<file path="src/sprite_xor_draw_engine_top_defines.svh">
// assertion macros shared by the sprite draw engine modules
`ifndef SPRITE_XOR_DRAW_ENGINE_TOP_DEFINES_SVH
`define SPRITE_XOR_DRAW_ENGINE_TOP_DEFINES_SVH

// same-cycle implication, disabled while reset is asserted
`define SXD_ASSERT_IMP(lbl, clk, rst_n, ante, cons) \
	lbl: assert property (@(posedge clk) disable iff (!rst_n) (ante) |-> (cons)) \
		else $error("sprite draw engine check failed");

// next-cycle implication, disabled while reset is asserted
`define SXD_ASSERT_NXT(lbl, clk, rst_n, ante, cons) \
	lbl: assert property (@(posedge clk) disable iff (!rst_n) (ante) |=> (cons)) \
		else $error("sprite draw engine check failed");

`endif

</file>
<file path="src/sxd_pkg.sv">
// types and constants of the sprite xor draw engine
package sxd_pkg;

	localparam int ROW_PIXELS_DEF  = 64;
	localparam int ROW_COUNT_DEF   = 32;
	localparam int QUEUE_DEPTH_DEF = 2;

	localparam int ACTION_W   = 2;
	localparam int COORD_W    = 8;
	localparam int IDX_W      = 4;
	localparam int SPRITE_W   = 8;
	localparam int READ_ROW_W = 5;
	localparam int PIX_W      = 64;

	typedef enum logic [ACTION_W-1:0] {
		ACT_DRAW  = 2'd0,
		ACT_CLEAR = 2'd1,
		ACT_READ  = 2'd2,
		ACT_NOP   = 2'd3
	} action_t;

	// classification handed from front to back
	typedef struct packed {
		action_t act;
		logic    hit_clr;
		logic    hit_row;
		logic    last_row;
	} sxd_ctl_t;

	typedef enum logic {
		BK_IDLE,
		BK_EXEC
	} bk_state_t;

endpackage

</file>
<file path="src/sxd_in_if.sv">
// input channel: draw, clear and read items
interface sxd_in_if;
	logic                              valid;
	logic                              ready;
	logic [sxd_pkg::ACTION_W-1:0]      action;
	logic [sxd_pkg::COORD_W-1:0]       x_coord;
	logic [sxd_pkg::COORD_W-1:0]       y_coord;
	logic [sxd_pkg::IDX_W-1:0]         row_index;
	logic [sxd_pkg::SPRITE_W-1:0]      row_byte;
	logic                              last_row;
	logic [sxd_pkg::READ_ROW_W-1:0]    read_row;

	modport source (
		output valid, action, x_coord, y_coord, row_index, row_byte, last_row, read_row,
		input  ready
	);
	modport sink (
		input  valid, action, x_coord, y_coord, row_index, row_byte, last_row, read_row,
		output ready
	);
endinterface

</file>
<file path="src/sxd_out_if.sv">
// output channel: one result item per input item
interface sxd_out_if;
	logic                         valid;
	logic                         ready;
	logic                         collision;
	logic                         done_res;
	logic [sxd_pkg::PIX_W-1:0]    row_pixels;

	modport source (
		output valid, collision, done_res, row_pixels,
		input  ready
	);
	modport sink (
		input  valid, collision, done_res, row_pixels,
		output ready
	);
endinterface

</file>
<file path="src/sprite_xor_draw_engine_top.sv">
// top level of the sprite xor draw engine
//
//  channel | dir | handshake     | payload
//  cmd     | in  | valid / ready | action, x_coord, y_coord, row_index, row_byte, last_row,
//          |     |               | read_row
//  res     | out | valid / ready | collision, done_res, row_pixels
//
// in the back end BK_IDLE pops an item and does the registered frame store read, and BK_EXEC
// does the xor write-back and the load of the result register
// the front classifies an item in its accept cycle and the queue holds QUEUE_DEPTH items
// reset clears the row valid bits at once, so the store reads blank with no clearing pass
// a clear item drops all row valid bits in its write-back cycle
// a result waiting in the output register stalls the back end; the front keeps filling the queue
module sprite_xor_draw_engine_top #(
	parameter int ROW_PIXELS  = sxd_pkg::ROW_PIXELS_DEF,
	parameter int ROW_COUNT   = sxd_pkg::ROW_COUNT_DEF,
	parameter int QUEUE_DEPTH = sxd_pkg::QUEUE_DEPTH_DEF
) (
	input  logic         clk,
	input  logic         arst_n,
	sxd_in_if.sink       cmd,
	sxd_out_if.source    res
);

	localparam int RW = $clog2(ROW_COUNT);
	localparam int QW = $bits(sxd_pkg::sxd_ctl_t) + RW + ROW_PIXELS;

	sxd_pkg::sxd_ctl_t      f_ctl;
	logic [RW-1:0]          f_addr;
	logic [ROW_PIXELS-1:0]  f_mask;
	sxd_pkg::sxd_ctl_t      b_ctl;
	logic [RW-1:0]          b_addr;
	logic [ROW_PIXELS-1:0]  b_mask;

	logic           push;
	logic           full;
	logic           pop;
	logic           q_valid;
	logic [QW-1:0]  q_din;
	logic [QW-1:0]  q_dout;

	sxd_front #(
		.ROW_PIXELS (ROW_PIXELS),
		.ROW_COUNT  (ROW_COUNT)
	) u_front (
		.cmd  (cmd),
		.full (full),
		.push (push),
		.ctl  (f_ctl),
		.addr (f_addr),
		.mask (f_mask)
	);

	assign q_din = {f_ctl, f_addr, f_mask};

	sxd_queue #(
		.W     (QW),
		.DEPTH (QUEUE_DEPTH)
	) u_queue (
		.clk      (clk),
		.arst_n   (arst_n),
		.push     (push),
		.din      (q_din),
		.full     (full),
		.pop      (pop),
		.dout     (q_dout),
		.nonempty (q_valid)
	);

	assign {b_ctl, b_addr, b_mask} = q_dout;

	sxd_back #(
		.ROW_PIXELS (ROW_PIXELS),
		.ROW_COUNT  (ROW_COUNT)
	) u_back (
		.clk     (clk),
		.arst_n  (arst_n),
		.q_valid (q_valid),
		.pop     (pop),
		.ctl     (b_ctl),
		.addr    (b_addr),
		.mask    (b_mask),
		.res     (res)
	);

endmodule

</file>
<file path="src/sxd_front.sv">
// front end: accepts items, wraps coordinates and builds the row mask
module sxd_front #(
	parameter int ROW_PIXELS = sxd_pkg::ROW_PIXELS_DEF,
	parameter int ROW_COUNT  = sxd_pkg::ROW_COUNT_DEF,
	localparam int RW = $clog2(ROW_COUNT)
) (
	sxd_in_if.sink                  cmd,
	input  logic                    full,
	output logic                    push,
	output sxd_pkg::sxd_ctl_t       ctl,
	output logic [RW-1:0]           addr,
	output logic [ROW_PIXELS-1:0]   mask
);

	localparam int CW      = $clog2(ROW_PIXELS);
	localparam int SW      = $clog2(ROW_COUNT + 16);
	localparam int COORD_N = 1 << sxd_pkg::COORD_W;
	localparam int SPW     = ROW_PIXELS + sxd_pkg::SPRITE_W;

	logic [CW-1:0]  col_tbl  [COORD_N];
	logic [RW-1:0]  rowb_tbl [COORD_N];

	// modulo tables, worked out at elaboration
	for (genvar i = 0; i < COORD_N; i++) begin : g_tbl
		localparam logic [CW-1:0] COL  = CW'(i % ROW_PIXELS);
		localparam logic [RW-1:0] ROWB = RW'(i % ROW_COUNT);
		assign col_tbl[i]  = COL;
		assign rowb_tbl[i] = ROWB;
	end

	logic [CW-1:0]   col0;
	logic [SW-1:0]   row_sum;
	logic            row_ok;
	logic            rd_ok;
	logic [SPW-1:0]  spread;
	sxd_pkg::action_t act;

	assign cmd.ready = !full;
	assign push      = cmd.valid && !full;
	assign act       = sxd_pkg::action_t'(cmd.action);

	assign col0    = col_tbl[cmd.x_coord];
	assign row_sum = SW'(rowb_tbl[cmd.y_coord]) + SW'(cmd.row_index);
	assign row_ok  = row_sum < SW'(ROW_COUNT);
	assign rd_ok   = 32'(cmd.read_row) < ROW_COUNT;

	// bits shifted past the right edge drop out of the kept window
	assign spread = {cmd.row_byte, {ROW_PIXELS{1'b0}}} >> col0;
	assign mask   = spread[SPW-1:sxd_pkg::SPRITE_W];

	always_comb begin
		ctl.act      = act;
		ctl.hit_clr  = 1'b0;
		ctl.hit_row  = 1'b0;
		ctl.last_row = 1'b0;
		addr         = '0;
		case (act)
			sxd_pkg::ACT_DRAW: begin
				ctl.hit_clr  = (cmd.row_index == '0);
				ctl.hit_row  = row_ok;
				ctl.last_row = cmd.last_row;
				addr         = RW'(row_sum);
			end
			sxd_pkg::ACT_READ: begin
				ctl.hit_row = rd_ok;
				addr        = RW'(cmd.read_row);
			end
			default: begin
				ctl.hit_row = 1'b0;
			end
		endcase
	end

endmodule

</file>
<file path="src/sxd_queue.sv">
// short queue between front and back
`include "sprite_xor_draw_engine_top_defines.svh"

module sxd_queue #(
	parameter int W     = 8,
	parameter int DEPTH = sxd_pkg::QUEUE_DEPTH_DEF
) (
	input  logic          clk,
	input  logic          arst_n,
	input  logic          push,
	input  logic [W-1:0]  din,
	output logic          full,
	input  logic          pop,
	output logic [W-1:0]  dout,
	output logic          nonempty
);

	localparam int PTR_W = $clog2(DEPTH);
	localparam int CNT_W = $clog2(DEPTH + 1);

	logic [W-1:0]      mem_q [DEPTH];
	logic [PTR_W-1:0]  wr_ptr_q;
	logic [PTR_W-1:0]  rd_ptr_q;
	logic [CNT_W-1:0]  count_q;

	assign full     = (count_q == CNT_W'(DEPTH));
	assign nonempty = (count_q != '0);
	assign dout     = mem_q[rd_ptr_q];

	always_ff @(posedge clk or negedge arst_n) begin
		if (!arst_n) begin
			wr_ptr_q <= '0;
			rd_ptr_q <= '0;
			count_q  <= '0;
		end else begin
			if (push) begin
				wr_ptr_q <= (wr_ptr_q == PTR_W'(DEPTH - 1)) ? '0 : wr_ptr_q + 1'b1;
			end
			if (pop) begin
				rd_ptr_q <= (rd_ptr_q == PTR_W'(DEPTH - 1)) ? '0 : rd_ptr_q + 1'b1;
			end
			if (push && !pop) begin
				count_q <= count_q + 1'b1;
			end else if (pop && !push) begin
				count_q <= count_q - 1'b1;
			end
		end
	end

	always_ff @(posedge clk) begin
		if (push) begin
			mem_q[wr_ptr_q] <= din;
		end
	end

	`SXD_ASSERT_IMP(a_no_pop_empty, clk, arst_n, pop, (count_q != '0))
	`SXD_ASSERT_IMP(a_no_push_full, clk, arst_n, push, (count_q != CNT_W'(DEPTH)))
	`SXD_ASSERT_NXT(a_cnt_up, clk, arst_n, (push && !pop), (count_q == CNT_W'($past(count_q) + 1'b1)))

endmodule

</file>
<file path="src/sxd_back.sv">
// back end: frame store read-modify-write, collision flag and result register
`include "sprite_xor_draw_engine_top_defines.svh"

module sxd_back #(
	parameter int ROW_PIXELS = sxd_pkg::ROW_PIXELS_DEF,
	parameter int ROW_COUNT  = sxd_pkg::ROW_COUNT_DEF,
	localparam int RW = $clog2(ROW_COUNT)
) (
	input  logic                    clk,
	input  logic                    arst_n,
	input  logic                    q_valid,
	output logic                    pop,
	input  sxd_pkg::sxd_ctl_t       ctl,
	input  logic [RW-1:0]           addr,
	input  logic [ROW_PIXELS-1:0]   mask,
	sxd_out_if.source               res
);

	localparam int ROWS_PHYS = 1 << RW;
	localparam int PIX_SH    = sxd_pkg::PIX_W - ROW_PIXELS;

	sxd_pkg::bk_state_t  state_q;
	sxd_pkg::bk_state_t  state_d;
	logic                fire;

	sxd_pkg::sxd_ctl_t      op_ctl_q;
	logic [RW-1:0]          op_addr_q;
	logic [ROW_PIXELS-1:0]  op_mask_q;

	logic [ROW_PIXELS-1:0]  store_q [ROWS_PHYS];
	logic [ROWS_PHYS-1:0]   row_vld_q;
	logic [ROW_PIXELS-1:0]  rd_data_q;
	logic                   rd_vld_q;
	logic                   hit_q;

	logic                         out_vld_q;
	logic                         out_coll_q;
	logic                         out_done_q;
	logic [sxd_pkg::PIX_W-1:0]    out_pix_q;

	logic [ROW_PIXELS-1:0]      old_row;
	logic                       hit_base;
	logic                       hit_nx;
	logic                       wr_en;
	logic [sxd_pkg::PIX_W-1:0]  pix_nx;

	// next state
	always_comb begin
		state_d = state_q;
		case (state_q)
			sxd_pkg::BK_IDLE: begin
				if (q_valid) state_d = sxd_pkg::BK_EXEC;
			end
			sxd_pkg::BK_EXEC: begin
				if (fire) state_d = sxd_pkg::BK_IDLE;
			end
			default: begin
				state_d = sxd_pkg::BK_IDLE;
			end
		endcase
	end

	// control outputs
	always_comb begin
		pop  = 1'b0;
		fire = 1'b0;
		case (state_q)
			sxd_pkg::BK_IDLE: begin
				pop = q_valid;
			end
			sxd_pkg::BK_EXEC: begin
				fire = !out_vld_q || res.ready;
			end
			default: begin
				pop = 1'b0;
			end
		endcase
	end

	// rows not written since the last clear read as blank
	assign old_row  = rd_vld_q ? rd_data_q : '0;
	assign hit_base = op_ctl_q.hit_clr ? 1'b0 : hit_q;

	always_comb begin
		hit_nx = hit_q;
		wr_en  = 1'b0;
		pix_nx = '0;
		case (op_ctl_q.act)
			sxd_pkg::ACT_DRAW: begin
				hit_nx = hit_base | (op_ctl_q.hit_row & (|(old_row & op_mask_q)));
				wr_en  = fire && op_ctl_q.hit_row;
			end
			sxd_pkg::ACT_READ: begin
				if (op_ctl_q.hit_row) pix_nx = sxd_pkg::PIX_W'(old_row) << PIX_SH;
			end
			default: begin
				hit_nx = hit_q;
			end
		endcase
	end

	always_ff @(posedge clk or negedge arst_n) begin
		if (!arst_n) begin
			state_q   <= sxd_pkg::BK_IDLE;
			row_vld_q <= '0;
			hit_q     <= 1'b0;
			out_vld_q <= 1'b0;
		end else begin
			state_q <= state_d;
			if (fire && op_ctl_q.act == sxd_pkg::ACT_CLEAR) begin
				row_vld_q <= '0;
			end else if (wr_en) begin
				row_vld_q[op_addr_q] <= 1'b1;
			end
			if (fire) begin
				hit_q     <= hit_nx;
				out_vld_q <= 1'b1;
			end else if (res.ready) begin
				out_vld_q <= 1'b0;
			end
		end
	end

	// frame store, operand and result registers
	always_ff @(posedge clk) begin
		if (wr_en) begin
			store_q[op_addr_q] <= old_row ^ op_mask_q;
		end
		if (pop) begin
			rd_data_q <= store_q[addr];
			rd_vld_q  <= row_vld_q[addr];
			op_ctl_q  <= ctl;
			op_addr_q <= addr;
			op_mask_q <= mask;
		end
		if (fire) begin
			out_coll_q <= hit_nx;
			out_done_q <= op_ctl_q.last_row;
			out_pix_q  <= pix_nx;
		end
	end

	assign res.valid      = out_vld_q;
	assign res.collision  = out_coll_q;
	assign res.done_res   = out_done_q;
	assign res.row_pixels = out_pix_q;

	`SXD_ASSERT_NXT(a_exec_holds, clk, arst_n, (state_q == sxd_pkg::BK_EXEC && !fire), (state_q == sxd_pkg::BK_EXEC))
	`SXD_ASSERT_NXT(a_clear_wipes, clk, arst_n, (fire && op_ctl_q.act == sxd_pkg::ACT_CLEAR), (row_vld_q == '0))
	`SXD_ASSERT_NXT(a_read_off_end, clk, arst_n, (fire && op_ctl_q.act == sxd_pkg::ACT_READ && !op_ctl_q.hit_row), (out_pix_q == '0 && out_vld_q))

endmodule

</file>
<file path="src/flat_wrapper.sv">
// flat-port wrapper written by rule: the top's interface ports become plain ports
module sprite_xor_draw_engine_top_flat 
#(
	parameter int ROW_PIXELS  = sxd_pkg::ROW_PIXELS_DEF,
	parameter int ROW_COUNT   = sxd_pkg::ROW_COUNT_DEF,
	parameter int QUEUE_DEPTH = sxd_pkg::QUEUE_DEPTH_DEF
)
  (clk, arst_n, cmd_valid, cmd_action, cmd_x_coord, cmd_y_coord, cmd_row_index, cmd_row_byte, cmd_last_row, cmd_read_row, cmd_ready, res_valid, res_collision, res_done_res, res_row_pixels, res_ready);
  sxd_in_if cmd_i ();
  sxd_out_if res_i ();
  input  logic clk;
  input  logic arst_n;
  input wire logic [$bits(cmd_i.valid)-1:0] cmd_valid;
  input wire logic [$bits(cmd_i.action)-1:0] cmd_action;
  input wire logic [$bits(cmd_i.x_coord)-1:0] cmd_x_coord;
  input wire logic [$bits(cmd_i.y_coord)-1:0] cmd_y_coord;
  input wire logic [$bits(cmd_i.row_index)-1:0] cmd_row_index;
  input wire logic [$bits(cmd_i.row_byte)-1:0] cmd_row_byte;
  input wire logic [$bits(cmd_i.last_row)-1:0] cmd_last_row;
  input wire logic [$bits(cmd_i.read_row)-1:0] cmd_read_row;
  output wire logic [$bits(cmd_i.ready)-1:0] cmd_ready;
  output wire logic [$bits(res_i.valid)-1:0] res_valid;
  output wire logic [$bits(res_i.collision)-1:0] res_collision;
  output wire logic [$bits(res_i.done_res)-1:0] res_done_res;
  output wire logic [$bits(res_i.row_pixels)-1:0] res_row_pixels;
  input wire logic [$bits(res_i.ready)-1:0] res_ready;
  assign cmd_i.valid = cmd_valid;
  assign cmd_i.action = cmd_action;
  assign cmd_i.x_coord = cmd_x_coord;
  assign cmd_i.y_coord = cmd_y_coord;
  assign cmd_i.row_index = cmd_row_index;
  assign cmd_i.row_byte = cmd_row_byte;
  assign cmd_i.last_row = cmd_last_row;
  assign cmd_i.read_row = cmd_read_row;
  assign cmd_ready = cmd_i.ready;
  assign res_valid = res_i.valid;
  assign res_collision = res_i.collision;
  assign res_done_res = res_i.done_res;
  assign res_row_pixels = res_i.row_pixels;
  assign res_i.ready = res_ready;
  sprite_xor_draw_engine_top #(.ROW_PIXELS(ROW_PIXELS), .ROW_COUNT(ROW_COUNT), .QUEUE_DEPTH(QUEUE_DEPTH)) u_core (.clk(clk), .arst_n(arst_n), .cmd(cmd_i), .res(res_i));
endmodule
</file>
<file path="config.mk">
export PLATFORM = sky130hd
export DESIGN_NAME = sprite_xor_draw_engine_top_flat
export DESIGN_NICKNAME = d
export VERILOG_FILES = /design/src/sxd_pkg.sv /design/src/sxd_in_if.sv /design/src/sxd_out_if.sv /design/src/sprite_xor_draw_engine_top.sv /design/src/sxd_front.sv /design/src/sxd_queue.sv /design/src/sxd_back.sv /design/src/flat_wrapper.sv
export VERILOG_INCLUDE_DIRS = /design/src /design/src/src
export SDC_FILE = /design/constraint.sdc
export NUM_CORES = 2
export LEC_CHECK = 0
export BUFFER_PORTS_ARGS = -buffer_cell sky130_fd_sc_hd__buf_2
export CAP_MARGIN = 40
export CORE_ASPECT_RATIO = 1.2
export CORE_MARGIN = 5
export CORE_UTILIZATION = 30
export DETAILED_ROUTE_END_ITERATION = 10
export SLEW_MARGIN = 20
export SYNTH_ARGS = -nofsm -noshare
export SYNTH_HDL_FRONTEND = slang
export SYNTH_HIERARCHICAL = 1
export SYNTH_SLANG_ARGS = --single-unit
</file>
<file path="constraint.sdc">
create_clock -name clk -period 10.2 [get_ports clk]
set_clock_uncertainty 0.2 [all_clocks]
set_input_delay 2.04 -clock clk [delete_from_list [all_inputs] [get_ports clk]]
set_output_delay 2.04 -clock clk [all_outputs]
set_load 0.02 [all_outputs]
</file>
# [Word-level counts from Yosys, hierarchy flattened]
# Memories as Yosys holds them, arrays and structs flattened. A register that Yosys moved wholly into a read port is not among the register bits.
# Cells that the tools add are included.
[totals] register_bits=180 mem_bits_ro=2816 ram_bits=2196 n_memories=4 wordCells=98
[classes] n_reduce_logical=20 addsub=5 shifts=1 n_bitwise=8 muxes=33 order_cmp=6 n_eq_ne=4
[memory_table] memory="u_core.u_back.store_q" depth=32 width=64 read_ports=1 rd_ports_with_merged_regs=1 write_ports=1 line="sxd_back.sv:30" rtl="logic [ROW_PIXELS-1:0] store_q [ROWS_PHYS];"
[memory_table] memory="(no name shown)" depth=256 width=6 read_ports=1 rd_ports_with_merged_regs=0 write_ports=0 line="sxd_front.sv:42" rtl="assign col0 = col_tbl[cmd.x_coord];"
[memory_table] memory="(no name shown)" depth=256 width=5 read_ports=1 rd_ports_with_merged_regs=0 write_ports=0 line="sxd_front.sv:43" rtl="assign row_sum = SW'(rowb_tbl[cmd.y_coord]) + SW'(cmd.row_index);"
[memory_table] memory="u_core.u_queue.mem_q" depth=2 width=74 read_ports=1 rd_ports_with_merged_regs=0 write_ports=1 line="sxd_queue.sv:21" rtl="logic [W-1:0] mem_q [DEPTH];"
[ops] operator="$shr 72x6->72" n=1
[ops] operator="$and 64x64->64" n=1
[ops] operator="$mux 32" n=2
[ops] operator="$mux 64" n=1
[ops] operator="$reduce_or 64->1" n=1
[ops] operator="$xor 64x64->64" n=1
[ops] operator="$or 32x32->32" n=1
[ops] operator="$mux 1" n=19
[ops] operator="$ge 9x9->1 const B" n=2
[ops] operator="$not 8->9" n=2
[ops] operator="$lt 5x6->1 const B" n=2
[ops] operator="$mux 6" n=2
[ops] operator="$mux 5" n=2
[ops] operator="$pmux 5 s2" n=1
[ops] operator="$reduce_bool 2->1" n=4
[ops] operator="$add 5x4->6" n=1
[ops] operator="$eq 2x2->1 const B" n=3
[ops] operator="$logic_and 1x1->1" n=6
[ops] operator="$lt 6x6->1 const B" n=1
[ops] operator="$bmux 1 s5" n=1
[ops] operator="$demux 1 s5" n=1
[ops] operator="$ge 5x1->1 const B" n=1
[ops] operator="$logic_not 1->1" n=4
[ops] operator="$logic_not 2->1" n=2
[ops] operator="12 further kinds" n=15

# [Longest topological paths before layout]
[logic_depth] ltp_word=7 mapped_depth=10 depth_no_buf=7

# [By module]
# Netlist, hierarchy kept.
[modules_own_cells] mod="sxd_back" cells_per_inst=3778 n_inst=1 seq_area_each_um2=68530.7 area_each_um2=86242.7
[modules_own_cells] mod="sxd_queue" cells_per_inst=246 n_inst=1 seq_area_each_um2=4544.4 area_each_um2=5731.7
[modules_own_cells] mod="sxd_front" cells_per_inst=203 n_inst=1 seq_area_each_um2=0.0 area_each_um2=1268.7

# [Worst setup path after synthesis]
# No wires, ideal clock.
[synth_timing] path_type="reg2reg" from="reg u_core.u_queue.count_q[0]" to="reg u_core.u_queue.count_q[1]" setup_time_ns=0.079 arrival_time_ns=7.823 stages_incl_launch_ff=8 n_path_buf=0 required_ns=9.921 path_slack_ns=2.098 synth_period_minus_slack_ns=8.102 cell_sequence="dfrtp_1 -> or2_2 -> nor2b_1 -> inv_1 -> ha_1 -> xor2_1 -> nor2_1 -> xor2_1"
[synth_rtl] element="from (decl)" line="sxd_queue.sv:24" rtl="logic [CNT_W-1:0] count_q;"
[synth_rtl] element="from (signal assigned)" line="sxd_queue.sv:43" rtl="count_q <= count_q + 1'b1;"
[synth_rtl] element="from (signal assigned)" line="sxd_queue.sv:45" rtl="count_q <= count_q - 1'b1;"
[synth_rtl] element="$reduce_bool 2->1 *" line="sxd_queue.sv:27" rtl="assign nonempty = (count_q != '0);"
[synth_rtl] element="net u_core.q_valid" line="sprite_xor_draw_engine_top.sv:38" rtl="logic q_valid;"
[synth_rtl] element="$mux 1 *" line="sxd_back.sv:67" rtl="case (state_q)"
[synth_rtl] element="net u_core.pop" line="sprite_xor_draw_engine_top.sv:37" rtl="logic pop;"
[synth_rtl] element="$logic_not 1->1" line="sxd_queue.sv:42" rtl="if (push && !pop) begin"
[synth_rtl] element="$logic_and 1x1->1" line="sxd_queue.sv:42"
[synth_rtl] element="$mux 2 / $reduce_bool 2->1 (equally long branches)"
# The timed path passes the listed nets; every way through them passes the cells marked *. The select of a mux whose other input is x is not followed.
# A chain may end at the register's enable or synchronous reset.

# [Worst setup path in the final report]
[layout_timing] from="reg u_core.u_queue.rd_ptr_q" to="reg u_core.u_back.rd_data_q[50] (read register of u_core.u_back.store_q) (data pin)"
[layout_between] elab_chain_len=1
[layout_lines] element="from (decl)" line="sxd_queue.sv:23" rtl="logic [PTR_W-1:0] rd_ptr_q;"
[layout_lines] element="from (signal assigned)" line="sxd_queue.sv:40" rtl="rd_ptr_q <= (rd_ptr_q == PTR_W'(DEPTH - 1)) ? '0 : rd_ptr_q + 1'b1;"
[layout_lines] element="$mem_v2 2x74"
[layout_lines] element="net u_core.q_dout[65]" line="sprite_xor_draw_engine_top.sv:40" rtl="logic [QW-1:0] q_dout;"
[layout_lines] element="to (decl)" line="sxd_back.sv:32" rtl="logic [ROW_PIXELS-1:0] rd_data_q;"
# The timed path passes the listed nets, and every way through them passes these cells.

==> metrics <==
Yosys warning count=6; Syn Inst Count=4227; commonest non-fill, non-tap cells in the layout=2401 x edfxtp_1, 520 x mux4_2, 231 x clkbuf_16, 179 x o22ai_1, 111 x nor2_1; Yosys cell types=60; deepest clock path buffer count=4; WL per Instance=27.4 um; area share of the largest cell type after synthesis=77.3%; outcome=completed; synthesized area=93200 um^2; initial core utilization=30.1%; vias=44600; CTS Sinks=2440; gpl congestion=0.770; Top FF cell, synth=edfxtp_1; Startpoint Class=flop; ys async rst share=1.60%; Die Y=621 um; mean post-synth cell area=22.1 um^2; min Tclk post-route=5480 ps; core region area=310000 um^2; Iteration-0 DRC Markers=4679; Max-slew headroom=25.4%; post-CTS repair timing setup buffer count=0; leakage=0.0342 uW; critical path fanouts, max=56; synthesis-to-layout area growth=15.3%; CP Cell Sequence=buf_4 > mux2_8 > buf_4 > buf_4 > mux4_2 > o22ai_1 > nor4_1; Worst EP required=10580 ps; nets@finish=4650; initial antenna violation count=14; Pwr per Cell Area=300 nW/um^2; CTS resizes=0; Port Buffers=102; WHS=271 ps; Final setup viols=0; largest net degree at the start of global routing=120; maximum vdd ir drop=0.310 mV; grt ovf=0; Die Width=519 um; CTS root buf=clkbuf_16; maxcap violations=0; Peak Freq=182 MHz; sequential element share of the synthesized area=78.4%; share of cells above drive strength 1=27.0%; Max Slew Vio Count=0; Syn Nets=4337; Slew @ Worst Pin=1120 ps; CP Data Arrival Time=5860 ps; cell family with most CP delay=buffers and inverters; die area=322000 um^2; worst-skew pair later-pin latency=900 ps; DP Wirelength=139000 um; CTS Hold Bufs=0; Post-synth EDFFs=2401; CTS tree=done; top-level port count=108; row count=224; Place WS=4620 ps; Detail Route Antenna Nets=0; CP peak stage delay=790 ps; most common cell after layout, fill and taps aside=edfxtp_1; number of global-route vias before repair=45800; Fillers=28600; clk slew on worst S/H paths=70 ps; TritonRoute pass-1 iters=5; RSZ-0062 raised after global routing=false; drt total wl=241000 um; Synth area leader=edfxtp_1; CP most frequent cell=buf_4; CP max stage cell=dfrtp_4; post-synthesis register bit count=2440; first-pass GRT wire length=341000 um; DRC=0; WP buf/inv=3; Final Hold Fails=0; crit end category=flop; H-Tree Depth=4; Setup TNS=0 ps; Final WS setup=4720 ps; period utilization=53.7%; synth top area cells=edfxtp_1 77%, mux4_2 13%, o22ai_1 1.2%; total global-route track usage=14.6%; Setup CP Type=reg -> reg; Avg Vias per Cell=5.07; hold crit path type=reg -> reg; Num CTS Buffers=227
==> final cells by class <==
class                   count  area (um^2)  share of cell area, %
clock buffers             282         6030                   5.61
well taps                4068         5090                   4.73
diodes                      3         7.51                0.00698
repair buffers            308         3140                   2.92
multi-input cells        1492        19000                   17.6
clock inverters           125          923                  0.859
flip-flops and latches   2440        73100                   68.0
inverters                  71          269                  0.250
==> synthesized netlist by cell type (3+ instances only) <==
cell type	number
a211oi_1	3
a21o_1	4
a21oi_1	7
a221oi_1	16
a22o_1	33
a22oi_1	35
a31oi_1	6
and2_1	5
buf_1	19
buf_2	77
buf_4	39
buf_6	19
clkbuf_1	69
dfrtp_1	39
edfxtp_1	2401
ha_1	69
inv_1	71
mux2_2	25
mux2_4	50
mux2i_1	50
mux4_2	520
nand2_1	90
nand2b_1	13
nand3_1	20
nand3b_1	12
nand4_1	6
nor2_1	113
nor2_2	4
nor2b_1	11
nor3_1	82
nor3b_1	4
nor4_1	21
o21a_1	33
o21ai_0	5
o22a_1	4
o22ai_1	179
o2bb2ai_1	3
or2_0	26
or2_2	9
or3_1	5
xor2_1	5
==> logic make-up after synthesis <==
| family | after synthesis | share of synthesized area (%) |
|---|---|---|
| flip-flops | 2440 | 78.4 |
| multiplexers | 646 | 14.2 |
| AND/OR/NAND/NOR | 431 | 2.25 |
| AO/OA/AOI/OAI | 339 | 2.55 |
| buffers and inverters | 295 | 1.60 |
| adder cells (fa/ha/maj) | 70 | 0.947 |
| XOR/XNOR | 6 | 0.0564 |
==> power breakdown <==
part,switching [uW],internal (uW),leakage (uW)
registers,310,14300,0.0224
logic,6060,3440,0.00847
clock network,3630,4480,0.00340
total,10000,22300,0.0342
==> state kept, by name, summed over array words and instances (netlist names) <==
name / cells
u_core/u_back/hit_q: 1
u_core/u_back/op_addr_q: 5
u_core/u_back/op_ctl_q: 5
u_core/u_back/op_mask_q: 64
u_core/u_back/rd_data_q: 64
u_core/u_back/rd_vld_q: 1
u_core/u_back/res.collision: 1
u_core/u_back/res.done_res: 1
u_core/u_back/res.row_pixels: 64
u_core/u_back/res.valid: 1
u_core/u_back/row_vld_q: 32
u_core/u_back/state_q: 1
u_core/u_back/store_q: 2048
u_core/u_queue/count_q: 2
u_core/u_queue/mem_q: 148
u_core/u_queue/rd_ptr_q: 1
u_core/u_queue/wr_ptr_q: 1
==> metrics by stage <==
step	cell area [um^2]	util [%]	cells	total power, uW
6_report	107000	34.7	8789	32300
4_1_cts	107000	34.4	8727	32000
2_1_floorplan	93200	-	4227	20600
3_5_place_dp	99600	32.1	8320	23900
3_3_place_gp	98800	31.9	8282	23400
5_1_grt	107000	34.7	8787	33500
==> worst paths after layout <==
path / slack [ps] / depth (start not counted) / startpoint / endpoint
setup / recovery: 4720 / 7 / u_core/u_queue/rd_ptr_q / u_core/u_back/rd_data_q[50]
hold / removal: 270 / 0 / u_core/u_back/op_ctl_q[0] / u_core/u_back/res.done_res
setup reg to reg: 4720 / 7 / u_core/u_queue/rd_ptr_q / u_core/u_back/rd_data_q[50]
hold reg to reg: 270 / 0 / u_core/u_back/op_ctl_q[0] / u_core/u_back/res.done_res
max in group asynchronous: 8490 / 2 / arst_n / u_core/u_back/row_vld_q[23]
min in group asynchronous: 820 / 1 / arst_n / u_core/u_queue/rd_ptr_q
==> per-layer routing <==
layer / track usage [%] / up-vias / part of all wire [%]
met2: 24.9 / 1816 / 50
met1: 18.8 / 24100 / 39
met4: 4.13 / 0 / 2.8
met3: 3.15 / 367 / 8.1
met5: 0 / - / 0
li1: - / 18300 / -
No activity file was read; power rests on OpenSTA's default activity.
